<file path="src/hdl/pli_pkg.sv">
package pli_pkg;

    localparam int MAX_POINTS = 64;
    localparam int IDX_W      = $clog2(MAX_POINTS);
    localparam int CNT_W      = 7;
    localparam int VAL_W      = 32;
    localparam int DIFF_W     = VAL_W + 1;
    localparam int PROD_W     = 2 * VAL_W;
    localparam int STAT_W     = 2;
    localparam int QDEPTH     = 2;

    localparam logic [STAT_W-1:0] STAT_OK  = 2'd0;
    localparam logic [STAT_W-1:0] STAT_SAT = 2'd1;
    localparam logic [STAT_W-1:0] STAT_DIV = 2'd2;

    // One query handed from the front end to the arithmetic back end.
    typedef struct packed {
        logic signed [VAL_W-1:0] q;
        logic signed [VAL_W-1:0] x0;
        logic signed [VAL_W-1:0] x1;
        logic signed [VAL_W-1:0] y0;
        logic signed [VAL_W-1:0] y1;
    } seg_t;

    typedef enum logic [1:0] {
        FE_IDLE,
        FE_SCAN,
        FE_FETCH,
        FE_PUSH
    } fe_state_t;

    typedef enum logic [2:0] {
        BE_IDLE,
        BE_MUL,
        BE_DIV,
        BE_ROUND,
        BE_OUT
    } be_state_t;

endpackage

</file>
<file path="src/hdl/pli_back.sv">
module pli_back (
    input  logic                          clk,
    input  logic                          rst_n,
    input  logic                          seg_valid,
    output logic                          seg_ready,
    input  pli_pkg::seg_t                 seg,
    output logic                          out_valid,
    input  logic                          out_ready,
    output logic [pli_pkg::VAL_W-1:0]     out_value,
    output logic [pli_pkg::STAT_W-1:0]    out_status
);
    import pli_pkg::*;

    localparam int BC_W = $clog2(PROD_W + 1);

    be_state_t               state_reg, state_next;
    logic [VAL_W-1:0]        mdy_reg, mdy_next;
    logic [VAL_W-1:0]        mdq_reg, mdq_next;
    logic [VAL_W-1:0]        mw_reg, mw_next;
    logic                    neg_reg, neg_next;
    logic signed [VAL_W-1:0] y0_reg, y0_next;
    logic [PROD_W-1:0]       quo_reg, quo_next;
    logic [VAL_W:0]          rem_reg, rem_next;
    logic [BC_W-1:0]         bc_reg, bc_next;
    logic [VAL_W-1:0]        val_reg, val_next;
    logic [STAT_W-1:0]       st_reg, st_next;

    logic signed [DIFF_W-1:0] dw, dq, dy;
    logic [DIFF_W-1:0]        adw, adq, ady;
    logic [VAL_W:0]           rtry;
    logic [VAL_W+1:0]         rem2;
    logic [PROD_W:0]          qr;
    logic signed [PROD_W+1:0] sum;

    // Segment differences, 33 bits wide.
    always_comb
    begin
        dw  = DIFF_W'(seg.x1) - DIFF_W'(seg.x0);
        dq  = DIFF_W'(seg.q)  - DIFF_W'(seg.x0);
        dy  = DIFF_W'(seg.y1) - DIFF_W'(seg.y0);
        adw = dw[DIFF_W-1] ? DIFF_W'(-dw) : dw;
        adq = dq[DIFF_W-1] ? DIFF_W'(-dq) : dq;
        ady = dy[DIFF_W-1] ? DIFF_W'(-dy) : dy;
    end

    always_ff @(posedge clk or negedge rst_n)
    begin
        if (!rst_n)
            state_reg <= BE_IDLE;
        else
            state_reg <= state_next;
    end

    always_ff @(posedge clk)
    begin
        mdy_reg <= mdy_next;
        mdq_reg <= mdq_next;
        mw_reg  <= mw_next;
        neg_reg <= neg_next;
        y0_reg  <= y0_next;
        quo_reg <= quo_next;
        rem_reg <= rem_next;
        bc_reg  <= bc_next;
        val_reg <= val_next;
        st_reg  <= st_next;
    end

    // Restoring divider step and final rounding and saturation.
    always_comb
    begin
        rtry = {rem_reg[VAL_W-1:0], quo_reg[PROD_W-1]};
        rem2 = {rem_reg, 1'b0};
        qr   = {1'b0, quo_reg} + (PROD_W+1)'(rem2 >= (VAL_W+2)'(mw_reg));
        if (qr > (PROD_W+1)'(65'h2_0000_0000))
            sum = neg_reg ? -(PROD_W+2)'(66'sh1_0000_0000)
                          : (PROD_W+2)'(66'sh1_0000_0000);
        else
            sum = (PROD_W+2)'(y0_reg) +
                  (neg_reg ? -$signed((PROD_W+2)'(qr)) : $signed((PROD_W+2)'(qr)));
    end

    always_comb
    begin
        state_next = state_reg;
        mdy_next   = mdy_reg;
        mdq_next   = mdq_reg;
        mw_next    = mw_reg;
        neg_next   = neg_reg;
        y0_next    = y0_reg;
        quo_next   = quo_reg;
        rem_next   = rem_reg;
        bc_next    = bc_reg;
        val_next   = val_reg;
        st_next    = st_reg;
        seg_ready  = 1'b0;
        out_valid  = 1'b0;
        case (state_reg)
            BE_IDLE:
            begin
                seg_ready = 1'b1;
                if (seg_valid)
                begin
                    mdy_next = ady[VAL_W-1:0];
                    mdq_next = adq[VAL_W-1:0];
                    mw_next  = adw[VAL_W-1:0];
                    neg_next = (dy[DIFF_W-1] ^ dq[DIFF_W-1]) ^ dw[DIFF_W-1];
                    y0_next  = seg.y0;
                    if (dw == '0)
                    begin
                        val_next   = '0;
                        st_next    = STAT_DIV;
                        state_next = BE_OUT;
                    end
                    else
                        state_next = BE_MUL;
                end
            end
            BE_MUL:
            begin
                // One 32x32 product, magnitudes below 2^32.
                quo_next   = PROD_W'(mdy_reg) * PROD_W'(mdq_reg);
                rem_next   = '0;
                bc_next    = BC_W'(PROD_W);
                state_next = BE_DIV;
            end
            BE_DIV:
            begin
                if (rtry >= (VAL_W+1)'(mw_reg))
                begin
                    rem_next = rtry - (VAL_W+1)'(mw_reg);
                    quo_next = {quo_reg[PROD_W-2:0], 1'b1};
                end
                else
                begin
                    rem_next = rtry;
                    quo_next = {quo_reg[PROD_W-2:0], 1'b0};
                end
                bc_next = bc_reg - BC_W'(1);
                if (bc_reg == BC_W'(1))
                    state_next = BE_ROUND;
            end
            BE_ROUND:
            begin
                if (sum > (PROD_W+2)'(66'sh7FFF_FFFF))
                begin
                    val_next = 32'h7FFF_FFFF;
                    st_next  = STAT_SAT;
                end
                else if (sum < -(PROD_W+2)'(66'sh8000_0000))
                begin
                    val_next = 32'h8000_0000;
                    st_next  = STAT_SAT;
                end
                else
                begin
                    val_next = sum[VAL_W-1:0];
                    st_next  = STAT_OK;
                end
                state_next = BE_OUT;
            end
            BE_OUT:
            begin
                out_valid = 1'b1;
                if (out_ready)
                    state_next = BE_IDLE;
            end
            default:
                state_next = BE_IDLE;
        endcase
    end

    assign out_value  = val_reg;
    assign out_status = st_reg;

endmodule

</file>
<file path="config.mk">
export PLATFORM = sky130hd
export DESIGN_NAME = pli_back
export DESIGN_NICKNAME = d
export VERILOG_FILES = /design/src/hdl/pli_pkg.sv /design/src/hdl/pli_back.sv
export SDC_FILE = /design/constraint.sdc
export NUM_CORES = 2
export LEC_CHECK = 0
export BUFFER_PORTS_ARGS = -buffer_cell sky130_fd_sc_hd__buf_2
export CORE_ASPECT_RATIO = 2
export CORE_UTILIZATION = 45
export DETAILED_ROUTE_END_ITERATION = 6
export PLACE_DENSITY = 0.66
export SLEW_MARGIN = 20
export SYNTH_ARGS = -nofsm -noshare
export SYNTH_HDL_FRONTEND = slang
export SYNTH_SLANG_ARGS = --single-unit
</file>
<file path="constraint.sdc">
create_clock -name clk -period 12.87 [get_ports clk]
set_clock_uncertainty 0.2 [all_clocks]
set_input_delay 2.574 -clock clk [delete_from_list [all_inputs] [get_ports clk]]
set_output_delay 2.574 -clock clk [all_outputs]
set_load 0.02 [all_outputs]
</file>
==> results.py <==
metrics = {
    "setup_path": {
        "cpPeakStageDelay_ns": 0.91,
        "crit_path_frequent_cell": "ha_1",
        "cp-startpoint": "rem_reg[2]$_SDFFCE_PN0P_",
        "r2r_end": "out_value[15]$_SDFFCE_PN0P_",
        "r2r-start": "rem_reg[2]$_SDFFCE_PN0P_",
        "cp_data_required_time_ns": 13.03,
        "crit_path_start_kind": "flip-flop",
        "criticalPathCategory": "reg -> reg",
        "r2r_cells": 44,
        "critical_path.endpoint_type": "flip-flop",
        "crit_fanout": 31,
        "crit_path_top_delay_cell": "a2111oi_1",
        "crit_end": "out_value[15]$_SDFFCE_PN0P_",
        "rrSetupSlack_ns": 1.12,
        "worstPathArrival_ns": 11.91,
    },
    "logic_synthesis": {
        "ys_warn_count": 0,
        "yosys-top-cells-area": "fa_1, edfxtp_1, ha_1, inv_1, nand2_1",
        "synth-seq-area-share_pct": 13.7,
        "synth.cell_area_mm2": 0.0591,
        "async_reset_ff_share_pct": 1.11,
        "synth-edff-count": 267,
        "synth_cells": 6917,
        "ys_ff_latch": 270,
        "synth_top_area_cell": "fa_1",
        "synthDistinctLibCells": 95,
        "synth_top_cell_area_share_pct": 30.5,
        "syn_area_per_cell_um2": 8.55,
        "syn-num-nets": 8448,
        "synth-main-ff-cell": "edfxtp_1",
    },
    "drt": {
        "vias": 50194,
        "drtIter0Drc": 3431,
        "post_drt_wl_per_cell_um": 23.0,
        "drt_wl_total_mm": 199,
        "first_pass_iters": 6,
        "drc_errors": 0,
        "vias_per_cell": 5.80,
        "antenna_left": 0,
    },
    "floorplanning": {
        "boundaryPins": 200,
        "die_h_um": 515,
        "start_util_pct": 45.4,
        "design.die.area_mm2": 0.133,
        "fp.dieW_um": 258,
        "core_area_mm2": 0.130,
        "num_rows": 187,
    },
    "clock_network": {
        "clkTransAtPathRegs_ns": 0.07,
        "numClockSinks": 270,
        "numCtsBuffers": 29,
        "cts_tree": "built",
        "postCtsSetupRepairBufs": 0,
        "cts_max_level": 1,
        "clock_path_buffers": 3,
        "root_buffer": "clkbuf_16",
        "postCtsResizedCells": 0,
        "clk_latency_ns": 0.64,
        "holdBufCountCts": 0,
    },
    "timing": {
        "rsz0062_at_grt": "false",
        "max_freq_ghz": 0.0851,
        "final_hold_viol_count": 0,
        "slew_violations": 0,
        "max-slew-margin-rel_pct": 10.4,
        "finalCritPeriodShare_pct": 91.3,
        "min_period_ns": 11.75,
        "tightest_slew_ns": 1.34,
        "finalSetupTns_ns": 0,
        "finalSetupViolCount": 0,
    },
    "cells_and_area": {
        "design_area_mm2": 0.0628,
        "largest_reg_flops": 64,
        "final_nets": 8458,
        "drive_above_1_share_pct": 6.04,
        "area_delta_synth_final_pct": 6.16,
        "utilization_pct": 48.2,
    },
    "job": {
        "max-cap-violations": 0,
    },
    "grt": {
        "grt_pass1_vias": 54301,
        "grt_max_degree": 96,
        "grt_usage_pct": 30.3,
        "grt_pass1_wl_mm": 307,
        "grt_antenna_before_repair": 6,
        "overflow": 0,
    },
    "status": {
        "status": "finished clean",
    },
    "place": {
        "dp_hpwl_mm": 156,
        "dpl_cell_area_mm2": 0.0618,
        "numPortBuffers": 199,
        "place_congestion": 0.999,
    },
    "worst_hold_path": {
        "hp-class": "reg -> reg",
    },
}
==> through the flow <==
step                      setup slack [ns]  cells  hold WS (ns)
after CTS                             1.23   8651         0.388
after floorplan                       3.36   6917         0.307
after detailed placement              1.27   8597         0.364
final                                 1.12   8657         0.387
after global routing                 0.358   8653         0.410
after global placement                1.14   8597         0.354
==> critical path, delay by kind of cell, from the launching register on <==
kind | cells | cell delay, ns
adders and majority gates | 4 | 1.47
xor gates and xnor gates | 1 | 0.14
and+or+nand+nor | 16 | 4.31
DFF | 1 | 0.41
AOI/OAI and AO/OA | 18 | 3.83
muxes | 1 | 0.15
buffers and inverters | 4 | 0.92
==> area by class of cell <==
type / count / area, µm²
clock buffer: 31 / 733
multi-input combinational: 5168 / 45500
timing repair buffer: 292 / 1690
sequential: 270 / 8090
clock inverter: 23 / 243
fill: 12575 / 67300
antenna: 6 / 15.0
inverter: 1166 / 4380
tap: 1701 / 2130
==> layer usage <==
layer / wire length (µm) / part of all wire, % / up-vias / GRT usage (%)
met5: 27 / 0.014 / - / 0
met2: 107000 / 54 / 1893 / 57.7
met4: 17200 / 8.6 / 4 / 22.0
met3: 10500 / 5.3 / 770 / 3.37
li1: - / - / 22420 / -
met1: 64500 / 32 / 25107 / 29.8
==> worst min path at each step <==
stage / start / depth (start not counted) / end / slack [ns]
2_1_floorplan: state_reg[2]$_DFFE_PN0P_ / 1 / state_reg[1]$_DFFE_PN0P_ / 0.31
3_3_place_gp: rem_reg[13]$_SDFFCE_PN0P_ / 2 / rem_reg[14]$_SDFFCE_PN0P_ / 0.35
3_5_place_dp: quo_reg[0]$_DFFE_PP_ / 2 / quo_reg[1]$_DFFE_PP_ / 0.36
4_1_cts: rem_reg[12]$_SDFFCE_PN0P_ / 2 / rem_reg[13]$_SDFFCE_PN0P_ / 0.39
5_1_grt: rem_reg[12]$_SDFFCE_PN0P_ / 2 / rem_reg[13]$_SDFFCE_PN0P_ / 0.41
6_report: rem_reg[19]$_SDFFCE_PN0P_ / 2 / rem_reg[20]$_SDFFCE_PN0P_ / 0.39
==> layout by cell type, fill, tap and decap left out, types with 166 or more instances in the layout <==
cell / n
inv_1: 1166
nand2_1: 1097
fa_1: 901
ha_1: 466
a21oi_1: 309
edfxtp_1: 267
o21ai_0: 261
nor2_1: 260
xnor2_1: 251
and2_1: 245
buf_2: 199
xor2_1: 166
==> cells in the mapped netlist (41+ instances only) <==
cell type	instances
a211oi_1	44
a21o_1	125
a21oi_1	310
a31oi_1	49
and2_1	246
and3_1	52
clkbuf_1	292
edfxtp_1	267
fa_1	901
ha_1	466
inv_1	1166
nand2_1	1097
nand2b_1	46
nand3_1	131
nand4_1	76
nor2_1	261
nor2b_1	43
nor3_1	90
o21ai_0	261
o21bai_1	41
o31ai_1	54
xnor2_1	251
xor2_1	166
==> cells by family (layout without fill, tap and decap cells) <==
group	count (synthesis)	after routing	synth area share (%)
and+or+nand+nor	2240	2240	18.0
buffers and inverters	1479	1512	9.47
adders and majority gates	1367	1367	40.4
AOI/OAI and AO/OA	1125	1125	12.0
xor gates and xnor gates	418	418	6.21
DFF	270	270	13.7
muxes	18	18	0.313
other	0	6	0
Power is left out: the tool's default activity adds up to more than one toggle a clock period on the data nets, which glitch-free logic cannot reach.
