`config.mk`:
```
export PLATFORM = sky130hd
export DESIGN_NAME = pli_fifo
export DESIGN_NICKNAME = d
export VERILOG_FILES = /design/src/hdl/pli_pkg.sv /design/src/hdl/pli_fifo.sv
export SDC_FILE = /design/constraint.sdc
export NUM_CORES = 1
export LEC_CHECK = 0
export BUFFER_PORTS_ARGS = -buffer_cell sky130_fd_sc_hd__buf_4
export CAP_MARGIN = 20
export CORE_UTILIZATION = 56
export DETAILED_ROUTE_END_ITERATION = 16
export GPL_TIMING_DRIVEN = 0
export PLACE_DENSITY = 0.89
export SLEW_MARGIN = 20
export SYNTH_ARGS = -nofsm -noshare
export SYNTH_HDL_FRONTEND = slang
export SYNTH_SLANG_ARGS = --single-unit
```
`constraint.sdc`:
```
create_clock -name clk -period 23.3 [get_ports clk]
set_input_delay 2.33 -clock clk [delete_from_list [all_inputs] [get_ports clk]]
set_output_delay 2.33 -clock clk [all_outputs]
set_load 0.005 [all_outputs]
```
`src/hdl/pli_pkg.sv`:
```
package pli_pkg;

    localparam int MAX_POINTS = 64;
    localparam int IDX_W      = $clog2(MAX_POINTS);
    localparam int CNT_W      = 7;
    localparam int VAL_W      = 32;
    localparam int DIFF_W     = VAL_W + 1;
    localparam int PROD_W     = 2 * VAL_W;
    localparam int STAT_W     = 2;
    localparam int QDEPTH     = 2;

    localparam logic [STAT_W-1:0] STAT_OK  = 2'd0;
    localparam logic [STAT_W-1:0] STAT_SAT = 2'd1;
    localparam logic [STAT_W-1:0] STAT_DIV = 2'd2;

    // One query handed from the front end to the arithmetic back end.
    typedef struct packed {
        logic signed [VAL_W-1:0] q;
        logic signed [VAL_W-1:0] x0;
        logic signed [VAL_W-1:0] x1;
        logic signed [VAL_W-1:0] y0;
        logic signed [VAL_W-1:0] y1;
    } seg_t;

    typedef enum logic [1:0] {
        FE_IDLE,
        FE_SCAN,
        FE_FETCH,
        FE_PUSH
    } fe_state_t;

    typedef enum logic [2:0] {
        BE_IDLE,
        BE_MUL,
        BE_DIV,
        BE_ROUND,
        BE_OUT
    } be_state_t;

endpackage

```
`src/hdl/pli_fifo.sv`:
```
module pli_fifo (
    input  logic           clk,
    input  logic           rst_n,
    input  logic           wr_valid,
    output logic           wr_ready,
    input  pli_pkg::seg_t  wr_data,
    output logic           rd_valid,
    input  logic           rd_ready,
    output pli_pkg::seg_t  rd_data
);
    import pli_pkg::*;

    localparam int PW = $clog2(QDEPTH);

    seg_t            slot_reg [QDEPTH];
    logic [PW-1:0]   wp_reg, rp_reg;
    logic [PW:0]     cnt_reg;
    logic            push, pop;

    assign wr_ready = (cnt_reg != (PW+1)'(QDEPTH));
    assign rd_valid = (cnt_reg != '0);
    assign push     = wr_valid && wr_ready;
    assign pop      = rd_valid && rd_ready;
    assign rd_data  = slot_reg[rp_reg];

    // Queue storage.
    always_ff @(posedge clk)
    begin
        if (push)
            slot_reg[wp_reg] <= wr_data;
    end

    // Pointers and fill count.
    always_ff @(posedge clk or negedge rst_n)
    begin
        if (!rst_n)
        begin
            wp_reg  <= '0;
            rp_reg  <= '0;
            cnt_reg <= '0;
        end
        else
        begin
            if (push)
                wp_reg <= wp_reg + PW'(1);
            if (pop)
                rp_reg <= rp_reg + PW'(1);
            cnt_reg <= cnt_reg + (PW+1)'(push) - (PW+1)'(pop);
        end
    end

endmodule

```
==> results of run 1 <==
-- per-layer routing --
layer | track usage [%] | up-vias
met3 | 6.79 | 51
li1 | - | 2800
met2 | 39.6 | 275
met5 | 0 | -
met4 | 8.72 | 0
met1 | 24.2 | 3054
-- where the power goes --
| part | total, mW | switching [mW] | internal [mW] |
|---|---|---|---|
| combinational | 0.677 | 0.290 | 0.387 |
| clock | 0.490 | 0.203 | 0.287 |
| sequential | 0.830 | 0.0345 | 0.795 |
-- worst max-delay path, stage by stage, from the launching register on --
cell     delay [ns]
dfrtp_1        0.34
buf_6          0.14
buf_6          0.20
buf_6          0.21
mux2_4         0.33
buf_4          0.14
-- cells in the mapped netlist --
library cell,instances
buf_6,11
xnor2_1,3
and3_1,1
edfxtp_1,320
a21bo_2,1
ha_1,1
nor2_1,3
nand2_1,2
nor2b_1,1
o21ai_0,1
nand2b_1,1
buf_2,7
nand3_1,1
a32oi_1,1
mux2_4,90
a211oi_1,1
mux2_2,70
dfrtp_1,4
or2_2,1
-- worst min-delay path by stage --
stage	start	endpoint	slack [ns]	depth (start not counted)
final	wp_reg$_DFFE_PN0P_	wp_reg$_DFFE_PN0P_	0.56	1
after global routing	wp_reg$_DFFE_PN0P_	wp_reg$_DFFE_PN0P_	0.62	1
after CTS	wp_reg$_DFFE_PN0P_	wp_reg$_DFFE_PN0P_	0.57	1
after detailed placement	wp_reg$_DFFE_PN0P_	wp_reg$_DFFE_PN0P_	0.55	1
after global placement	wp_reg$_DFFE_PN0P_	wp_reg$_DFFE_PN0P_	0.48	1
after floorplan	wp_reg$_DFFE_PN0P_	wp_reg$_DFFE_PN0P_	0.46	1
-- cell type report --
| class | count | area share (%) |
|---|---|---|
| clock inverters | 17 | 1.20 |
| repair buffers | 334 | 16.5 |
| plain buffers | 18 | 0.985 |
| clock buffers | 36 | 4.93 |
| well taps | 275 | 2.13 |
| flip-flops and latches | 324 | 60.2 |
| multi-input cells | 178 | 14.1 |
-- metrics by stage --
step | cell area (um2) | power (mW) | hold WS, ns | setup slack (ns) | utilization [%]
floorplan | 12100 | 1.22 | 0.460 | 13.57 | -
global placement | 14900 | 1.52 | 0.478 | 10.02 | 70.5
detailed placement | 15100 | 1.52 | 0.554 | 19.09 | 71.6
CTS | 16100 | 2.01 | 0.565 | 19.02 | 76.2
global route | 16100 | 2.08 | 0.622 | 18.98 | 76.2
finish | 16100 | 2.00 | 0.565 | 19.05 | 76.2
-- cells by family (layout without fill, tap and decap cells) --
logic type	Yosys count	count (layout)	synth area share, %
AOI/OAI and AO/OA	4	4	0.258
muxes	160	160	17.6
and+or+nand+nor	10	10	0.403
adders and majority gates	1	1	0.103
xor gates and xnor gates	3	3	0.217
DFF	324	324	80.1
buffers and inverters	18	405	1.31
==> qor.csv, run 1 <==
metric,value,unit
antenna-violating nets left,0,
post-layout min period,4.25,ns
Fillers,1122,
HPWL Detailed,17.3,mm
root buf cell,clkbuf_16,
Pwr Density,124,nW/um2
Wirelength per Cell,21.4,um
initial drt markers,305,
"Reg clk slew, reported paths",0.06,ns
RSZ-0062 raised after global routing,false,
Layout Cells excl Fill,1182,
IO Pins,326,
Core Area,21200,um2
Synth top area share,79.2,%
Synth area leaders,"edfxtp_1 79%, mux2_4 11%, mux2_2 6.5%",
"commonest non-fill, non-tap cell in the layout",buf_4,
setup TNS,0,ns
Worst EP required,20.97,ns
layout cells sized above 1,61.9,%
pin count of the biggest net entering global routing,54,
Crit. Startpoint,rp_reg$_DFFE_PN0P_,
vias in the first global route,6444,
n_diodes,0,
HP Class,register to register,
GRT overflow,0,
most frequent cells in the layout,"325 x buf_4, 320 x edfxtp_1, 90 x mux2_4, 70 x mux2_2, 31 x clkbuf_16",
Vert. Die Dim,149,um
Metal-1 WL,8.97,mm
initial core utilization,57.3,%
final wirelength,25.2,mm
Placer Congestion,0.736,
max_cap viols,0,
post-cts sizing count,0,
peak supply drop,0.0885,mV
Cells after DPL,1129,
Die Wd,149,um
worst r2r dst,slot_reg[0][110]$_DFFE_PP_,
synthesized flop and latch total,324,
first drt pass iteration count,4,
DIE AREA,22200,um2
DRC,0,
crit path to,rd_data[52],
Hold Fails Final Rpt,0,
period utilisation layout,18.2,%
gr usage total,22.0,%
final slew viol count,0,
# hold bufs at CTS,0,
Avg Synthesized Cell Area,23.3,um2
Syn. warnings,0,
crit-path max FO,10,
"Seq/Total Area, Yosys",80.1,%
CTS H-tree depth,1,
drt via density,5.23,
critical path arrival,1.92,ns
WL met3,2.40,mm
final setup violating endpoints,0,
max FFs per register,320,
mapped cell area,12100,um2
Worst Setup End Kind,primary output,
antenna violations before repair,0,
final net count,1052,
reg2reg start,cnt_reg[0]$_DFF_PN0_,
WL met2,13.0,mm
net count after synthesis,685,
Crit Path Category,register to primary output,
cell taking the most area after synthesis,edfxtp_1,
DR vias,6180,
clock latency on the worst-skew pair,0.53,ns
clock skew,0.0129,ns
CTS tree,done,
Worst setup SP type,register,
first-pass GRT wire length,36.1,mm
fmax,0.236,GHz
result of the run,completed,
CTS Buffer Depth,3,
Mapped Cells,520,
number of port buffers,325,
Clock Sinks,324,
multi-input logic area,2270,um2
Leak Pwr,6.32,nW
FP Rows,53,
Slew HR,47.7,%
FF-to-FF setup slack,20.88,ns
reg2reg path depth,6,
Seq. cell area,9710,um2
Syn-to-layout area delta,33.0,%
Synth cell types,19,
highest metal used,met4,
CTS Buf Count,31,
setup repair bufs after CTS,0,
Worst-Margin Slew,0.782,ns
No activity file was read; power rests on OpenSTA's default activity.
==> inputs of run 2 (changes only) <==
--- a/config.mk
+++ b/config.mk
@@ -5,12 +5,13 @@
 export SDC_FILE = /design/constraint.sdc
 export NUM_CORES = 1
 export LEC_CHECK = 0
+export ABC_AREA = 1
 export BUFFER_PORTS_ARGS = -buffer_cell sky130_fd_sc_hd__buf_4
 export CAP_MARGIN = 20
-export CORE_UTILIZATION = 56
+export CORE_UTILIZATION = 47
 export DETAILED_ROUTE_END_ITERATION = 16
 export GPL_TIMING_DRIVEN = 0
-export PLACE_DENSITY = 0.89
+export PLACE_DENSITY = 0.81
 export SLEW_MARGIN = 20
 export SYNTH_ARGS = -nofsm -noshare
 export SYNTH_HDL_FRONTEND = slang
==> constraint.sdc (replaced) <==
create_clock -name clk -period 3.4 [get_ports clk]
set_input_delay 0.34 -clock clk [delete_from_list [all_inputs] [get_ports clk]]
set_output_delay 0.34 -clock clk [all_outputs]
set_load 0.005 [all_outputs]
==> run 2 against run 1 <==
Effect of this change:
- synthesized area down 2.1%
- sequential share of layout area down 0.87 points
- worst hold slack worse by 0.54 ns
- global-route usage down 1.1 points
- setup slack worse by 18 ns
- combinational power rose to 7.4 times the previous value
- non-clock buffer count up 35
- sequential power rose to 6.8 times the previous value
- clock skew up 0.0023 ns
- critical path depth unchanged
- power rose to 7.2 times the previous value
- final area up 1.5%
==> qor.csv, run 2 <==
metric,value,unit,change
antenna violations before repair,0,,unchanged
Clock Power Share,25.3,%,+0.8 points
"Reg clk slew, reported paths",0.06,ns,about the same
max_cap viols,0,,unchanged
Vert. Die Dim,161,um,+7.9%
slowest cell on the critical path,clkbuf_1,,
vias in the first global route,7936,,+23%
critical path arrival,1.93,ns,about the same
drt via density,4.81,,-7.9%
clock latency on the worst-skew pair,0.50,ns,-0.03 ns
first-pass GRT wire length,41.4,mm,+15%
Hold Fails Final Rpt,0,,unchanged
CTS H-tree depth,2,,+1
Worst EP required,3.06,ns,-17.91 ns
initial drt markers,457,,+50%
Core Area,24500,um2,+16%
Die Wd,161,um,+7.9%
post-layout min period,2.27,ns,
Pwr Density,873,nW/um2,+610%
setup TNS,0,ns,unchanged
Final WS setup,1.13,ns,-17.92 ns
n_diodes,0,,unchanged
sw power,4.35,mW,+730%
fmax,0.441,GHz,
mapped cell area,11900,um2,-2.1%
first drt pass iteration count,5,,+1
final setup violating endpoints,0,,unchanged
synth cell count leaders,"489 x nand2_1, 320 x edfxtp_1, 15 x buf_2, 10 x buf_6, 7 x inv_1",,
Synth cell types,15,,-4
Post-synth top flop,edfxtp_1,,
Slew HR,56.1,%,+8.4 points
period utilisation layout,66.6,%,
power share of the sequential group,39.5,%,-2.1 points
pin count of the biggest net entering global routing,27,,-50%
root buf cell,clkbuf_16,,
most frequent cells in the layout,"487 x nand2_1, 329 x buf_4, 320 x edfxtp_1, 37 x clkbuf_16, 15 x buf_2",,
DIE AREA,25900,um2,+16%
Syn. warnings,0,,unchanged
"commonest non-fill, non-tap cell in the layout",nand2_1,,
final core occ,66.7,%,-9.5 points
Crit Path Category,register to primary output,,
# hold bufs at CTS,8,,+8
DR vias,7712,,+25%
crit-path max FO,10,,unchanged
Cells after DPL,1532,,+36%
final slew viol count,0,,unchanged
cell taking the most area after synthesis,edfxtp_1,,
Switching Fraction,30.5,%,+4.0 points
HP Class,input port to register,,
final wirelength,27.4,mm,+8.4%
net count after synthesis,1032,,+51%
CTS Buffer Depth,3,,unchanged
Fillers,1664,,+48%
Gate power share,35.3,%,+1.4 points
CTS tree,done,,
synthesized flop and latch total,324,,unchanged
max FFs per register,320,,unchanged
Clock Sinks,324,,unchanged
antenna-violating nets left,0,,unchanged
setup repair bufs after CTS,0,,unchanged
initial core utilization,48.4,%,-8.9 points
Internal,9.93,mW,+580%
Worst Setup End Kind,primary output,,
Synth area leaders,"edfxtp_1 81%, nand2_1 15%, buf_6 0.95%",,
Wirelength per Cell,17.1,um,-20%
CP cell instances,buf_4 -> clkbuf_1 -> nand2_1 -> nand2_1 -> buf_4,,
result of the run,completed,,
IO Pins,326,,unchanged
CTS Buf Count,34,,+9.7%
peak supply drop,0.699,mV,+690%
Placer Congestion,0.761,,+3.4%
gr usage total,20.9,%,-1.1 points
RSZ-0062 raised after global routing,false,,
DRC,0,,unchanged
Post-synth EDFFs,320,,unchanged
Crit path largest cell delay,0.53,ns,+0.19 ns
overall power,14.3,mW,+620%
Leak Pwr,7.01,nW,+11%
clock skew,0.0152,ns,+0.00230 ns
post-cts sizing count,0,,unchanged
HPWL Detailed,19.4,mm,+12%
Worst-Margin Slew,0.658,ns,-0.124 ns
most common cell in the netlist,nand2_1,,
number of port buffers,325,,unchanged
Avg Synthesized Cell Area,13.7,um2,-41%
"Seq/Total Area, Yosys",81.7,%,+1.7 points
final net count,1420,,+35%
async set-reset flop share out of synthesis,1.23,%,unchanged
GRT overflow,0,,unchanged
Mapped Cells,867,,+67%
Syn-to-layout area delta,37.8,%,
Synth top area share,80.9,%,+1.7 points
Worst setup SP type,register,,
FP Rows,57,,+7.5%
Layout Cells excl Fill,1602,,+36%
layout cells sized above 1,32.9,%,-29 points
Placement Setup Slack,1.20,ns,-17.89 ns
## run 2: cell count changes in the layout (fill, tap and decap cells not counted), sizes merged, moves of 2 or more
cell | before | now
buf | 352 | 370
clkbuf | 36 | 50
clkinv | 10 | 12
clkinvlp | 2 | 0
dlygate4sd3 | 0 | 11
inv | 1 | 8
mux2 | 160 | 0
nand2 | 2 | 489
nor2 | 3 | 5
xnor2 | 3 | 0
## run 2: final timing paths
kind / to / slack [ns] / start / cells past startpoint
min in group asynchronous: rp_reg$_DFFE_PN0P_ / 0.20 / rst_n / 2
worst min register to register: cnt_reg[0]$_DFF_PN0_ / 0.57 / cnt_reg[0]$_DFF_PN0_ / 1
worst min-delay path: slot_reg[0][20]$_DFFE_PP_ / 0.03 / wr_data[20] / 1
worst max-delay path: rd_data[155] / 1.13 / rp_reg$_DFFE_PN0P_ / 5
worst max register to register: slot_reg[0][127]$_DFFE_PP_ / 1.22 / cnt_reg[1]$_DFF_PN0_ / 7
max in group asynchronous: wp_reg$_DFFE_PN0P_ / 3.09 / rst_n / 2
## run 2: cell type report
cell class,count,area [um2],share of cell area [%]
multi-input cells,500,1920,11.7
well taps,324,405,2.48
clock buffers,44,952,5.82
clock inverters,15,146,0.894
plain buffers,35,240,1.47
flip-flops and latches,324,9710,59.3
inverters,8,32.5,0.199
repair buffers,352,2960,18.1
## run 2: cell families after synthesis
logic type	after synthesis	synth area share, %
buf+inv	43	2.30
fa+ha+maj	1	0.105
flops	324	81.7
compound gates	2	0.0842
xor+xnor	1	0.0738
simple gates	496	15.7
## run 2: critical path: cells and delay by family, from the launching register on
family | cells | cell delay (ns)
buf+inv | 3 | 0.83
simple gates | 2 | 0.26
flops | 1 | 0.32
## run 2: metrics by stage
stage	instance area [um2]	hold WS (ns)
global placement	14700	0.141
CTS	16300	0.000741
global route	16400	0.000105
finish	16400	0.0254
detailed placement	15200	0.141
floorplan	11900	0.0444
## run 2: power by group through the flow
stage	logic (mW)	registers (mW)	clock network, mW
2_1_floorplan	2.13	5.75	0
3_3_place_gp	4.59	5.81	0
3_5_place_dp	5.07	5.72	0
4_1_cts	5.12	5.64	3.68
5_1_grt	5.50	5.71	3.82
6_report	5.04	5.64	3.61
## run 2: metal layers
layer  GRT usage, %  routed length, um  vias to the layer above
met5              0                  0                        -
met4           7.42                690                        0
met3           6.52               2470                       48
met2           37.6              14100                      316
met1           23.4              10100                     3636
li1               -                  -                     3712
